--- src/design/tmrm_ram.sv ---
`timescale 1ns / 1ps
// ============================================================================
// tmrm_ram
// Generic single-write, single-read RAM with a registered read port.
// ============================================================================
module tmrm_ram #(
    parameter int WIDTH = 8,
    parameter int DEPTH = 16
) (
    input  logic                     clk,
    input  logic                     we,
    input  logic [$clog2(DEPTH)-1:0] waddr,
    input  logic [WIDTH-1:0]         wdata,
    input  logic [$clog2(DEPTH)-1:0] raddr,
    output logic [WIDTH-1:0]         rdata
);
    logic [WIDTH-1:0] mem [DEPTH];

    always_ff @(posedge clk)
    begin
        if (we)
        begin
            mem[waddr] <= wdata;
        end
        rdata <= mem[raddr];
    end
endmodule

--- config.mk ---
export PLATFORM = sky130hd
export DESIGN_NAME = tmrm_ram
export DESIGN_NICKNAME = d
export VERILOG_FILES = /design/src/design/tmrm_ram.sv
export SDC_FILE = /design/constraint.sdc
export NUM_CORES = 1
export LEC_CHECK = 0
export ABC_AREA = 0
export BUFFER_PORTS_ARGS = -buffer_cell sky130_fd_sc_hd__buf_2
export CORE_MARGIN = 2
export CORE_UTILIZATION = 38
export DETAILED_ROUTE_END_ITERATION = 10
export PLACE_DENSITY = 0.6
export SYNTH_ARGS = -nofsm -noshare
export SYNTH_HDL_FRONTEND = slang
export SYNTH_SLANG_ARGS = --single-unit
--- constraint.sdc ---
create_clock -name clk -period 3.2 [get_ports clk]
set_input_delay 0.32 -clock clk [delete_from_list [all_inputs] [get_ports clk]]
set_output_delay 0.32 -clock clk [all_outputs]
set_load 0.05 [all_outputs]
# == Word level (Yosys, flattened, before mapping) ==
# Memory sizes are Yosys's and may differ from the RTL's. A register that Yosys moved wholly into a read port is not among the register bits.
# Cells that the tools add are included.
# word_totals
reg_bits,0
ram_bits,128
out_inout_bits,8
wordCells,3
mem_count,1
# mem_list
name,depth,width,rd,rd_ports_with_merged_regs,wr,line,rtl
mem,16,8,1,1,1,17,logic [WIDTH-1:0] mem [DEPTH];
# op_classes
n_mux,2
# op_table
op,n
2-to-1 mux 1 bit,2

# == Depth between registers and ports, before layout ==
# depth
ltp_word,2
mapped_depth,5
mapped_depth_nobuf,3

# == Least setup slack after synthesis ==
# No wires, ideal clock.
# synth_timing
kind,input to register
startpoint,in waddr[2]
endpoint,mem mem[0][0] (enable)
arrival_ns,1.430
slack_ns,1.387
cell_stages,2
path_cell_list,or3b_2 nor3_1
# synth_lines
element,line,rtl
"start, declared",12,"input logic [$clog2(DEPTH)-1:0] waddr,"
"end, declared",17,
# Straight into the memory's write port.

==> metrics.md <==
| Metric | Value |
|---|---|
| First drt pass iteration count | `4` |
| Area of the multi-input gates | `1060 µm²` |
| Pint | `3.38 mW` |
| Fin Setup TNS | `0 ns` |
| Gate Count Post-Synth | `229` |
| Largest net degree at the start of global routing | `33` |
| CTS tree | `built` |
| Setup bufs post-CTS | `0` |
| Post-layout util | `45.9%` |
| Final hold slack | `0.290 ns` |
| Kind of critical path | `in2reg` |
| Max cap viols | `0` |
| Clk pwr share | `48.1%` |
| Gr usage total | `14.3%` |
| Hold Vio Cnt, Final | `0` |
| Worst IR Drop VDD | `0.373 mV` |
| Hold depth | `1` |
| Post-route ant nets | `0` |
| Initial antenna violation count | `0` |
| Fin nets | `286` |
| Port Buf Inserts | `25` |
| Worst setup EP type | `register` |
| Synth warnings | `0` |
| Vias in the first global route | `2487` |
| Clock Latency Late Sink | `0.41 ns` |
| Worst-Margin Slew | `0.982 ns` |
| IO Pins | `26` |
| R2R Setup Slk | `1.79 ns` |
| Worst-case clock skew | `0.00776 ns` |
| Flop pwr share | `46.9%` |
| Most common cell in the synthesized netlist | `edfxtp_1` |
| Worst reg2reg path startpoint | `mem[1][2]` |
| Synth-to-Final Area Change | `18.1%` |
| Clk pin slew, worst setup/hold paths | `0.06 ns` |
| FF-to-FF End | `rdata[2]` |
| Deepest clock path buffer count | `2` |
| Nature of the critical path startpoint | `input port` |
| Top post-synthesis cells by count | `edfxtp_1, mux4_2, a22oi_1` |
| Switching fraction of total power | `20.9%` |
| DR iter-0 viols | `236` |
| Hold path start | `wdata[7]` |
| Worst path cell trace | `buf_2, buf_12, mux4_1, a22oi_1, nand2_1` |
| Top_reg_cell synth | `edfxtp_1` |
| Syn nets | `247` |
| Hold Buf Count CTS | `0` |
| FFs w/ async S/R, synth | `0%` |
| Slew Viols, Final | `0` |
| Die X | `120 µm` |
| Synth top area cells | `edfxtp_1, mux4_2, mux4_1, dfxtp_1, a22oi_1` |
| # fillers | `1128` |
| R2R depth | `3` |
| Post-CTS resize count | `0` |
| WP buf/inv | `2` |
| Delay-heaviest family, CP | `buffers and inverters` |
| Synth area leader | `edfxtp_1` |
| Comb power frac | `5.1%` |
| Switching power | `894 µW` |
| First-pass GRT wire length | `14700 µm` |
| Final min period | `1.62 ns` |
| Final period util | `50.5%` |
| Post-synth EDFFs | `128` |
| Max Fclk | `619 MHz` |
| Leakage | `2.02 nW` |
| Residual DRC count | `0` |
| Final setup fails | `0` |
| Yosys top cell area share | `74.7%` |
| # clock sinks | `136` |
| Power per cell area | `702 nW/µm²` |
| Post-DP HPWL | `5940 µm` |
| Hold EP | `mem[6][7]` |
| Status | `complete, no violations` |
| Post-synth cell types | `19` |
| Detailed Route WL | `9520 µm` |
| Avg WL per Cell | `20.8 µm` |
| CP Data Required Time | `3.49 ns` |
| CP max-delay cell | `mux4_1` |
| Arrival time worst endpoint | `1.90 ns` |
| Slew HR | `34.3%` |
| Worst Hold Class | `in2reg` |
| Initial Util | `38.9%` |
| Mean post-synth cell area | `22.5 µm²` |
| Placer Congestion | `0.701` |
| Yosys reg bits | `136` |
| Root Driver | `clkbuf_16` |
| Worst Path Max Fanout | `17` |
| Drt via density | `5.12` |
| Full die area | `14500 µm²` |
| CTS Buf Count | `17` |
| Max incr delay on CP | `0.57 ns` |
| Ant diodes | `0` |
| Sequential share of the synthesized area | `77.8%` |
| H-tree Lvls | `4` |
| Core area | `13200 µm²` |
| Mapped Area | `5150 µm²` |
| Die height | `120 µm` |
| Share of cells above drive strength 1 | `27.8%` |
| Std-Cell Rows | `42` |
| Register area | `4000 µm²` |
| GRT overflow | `0` |
| Vias post-DR | `2341` |
| RSZ-0062 raised after global routing | `no` |
==> registers in the layout, summed over array words and instances (netlist names) <==
name,cells
mem,128
rdata,8
==> routing by layer <==
metal  track usage, %  wire length (µm)  vias up
li1                 -                 -     1051
met1             19.1              4370     1228
met2             22.5              4670       45
met3             3.35               298       17
met4             6.25               183        0
met5                0                 0        -
==> final cells by class <==
cell class	count	share of cell area, %
Multi-Input combinational cell	83	17.4
Tap cell	176	3.62
Sequential cell	136	65.8
Clock buffer	18	7.06
Clock inverter	14	3.21
Timing Repair Buffer	30	2.88
==> cell usage in the layout, fill, tap and decap left out, drive strengths merged <==
cell / n
edfxtp: 128
mux4: 32
buf: 30
clkbuf: 18
a22oi: 16
nor2: 13
nand2: 9
dfxtp: 8
nor3: 4
bufinv: 4
inv: 4
clkinv: 4
nand3b: 2
nand2b: 2
clkinvlp: 2
nor2b: 1
and2: 1
and2b: 1
nand3: 1
or3b: 1
==> cells by family (layout without fill, tap and decap cells) <==
kind of cell,count (synthesis),after routing,synth area share (%)
AOI/OAI and AO/OA,16,16,2.33
buffers and inverters,10,62,1.68
DFF,136,136,77.8
muxes,32,32,15.0
and+or+nand+nor,35,35,3.18
==> worst max path at each step <==
stage | cells after the start | start | end
6_report | 5 | raddr[0] | rdata[2]
5_1_grt | 5 | raddr[0] | rdata[5]
4_1_cts | 5 | raddr[0] | rdata[2]
3_5_place_dp | 5 | raddr[0] | rdata[5]
3_3_place_gp | 5 | raddr[0] | rdata[4]
2_1_floorplan | 2 | waddr[2] | mem[0][0]
==> power by group through the flow <==
stage          Clock (mW)  Combinational [mW]  Sequential (mW)
6_report             2.05               0.216             2.00
5_1_grt              2.16               0.234             2.00
2_1_floorplan           0               0.101             2.08
4_1_cts              2.08               0.220             2.00
3_3_place_gp            0               0.216             2.04
3_5_place_dp            0               0.219             2.04
==> stage by stage <==
stage	power [mW]	std cells	setup slack (ns)	cell area, µm²
2_1_floorplan	2.18	229	1.39	5150
6_report	4.27	457	1.58	6080
4_1_cts	4.31	457	1.58	6080
3_3_place_gp	2.25	425	1.17	5460
3_5_place_dp	2.26	425	1.16	5460
5_1_grt	4.40	457	1.43	6080
Note: power is estimated with default switching activity, not from simulation.
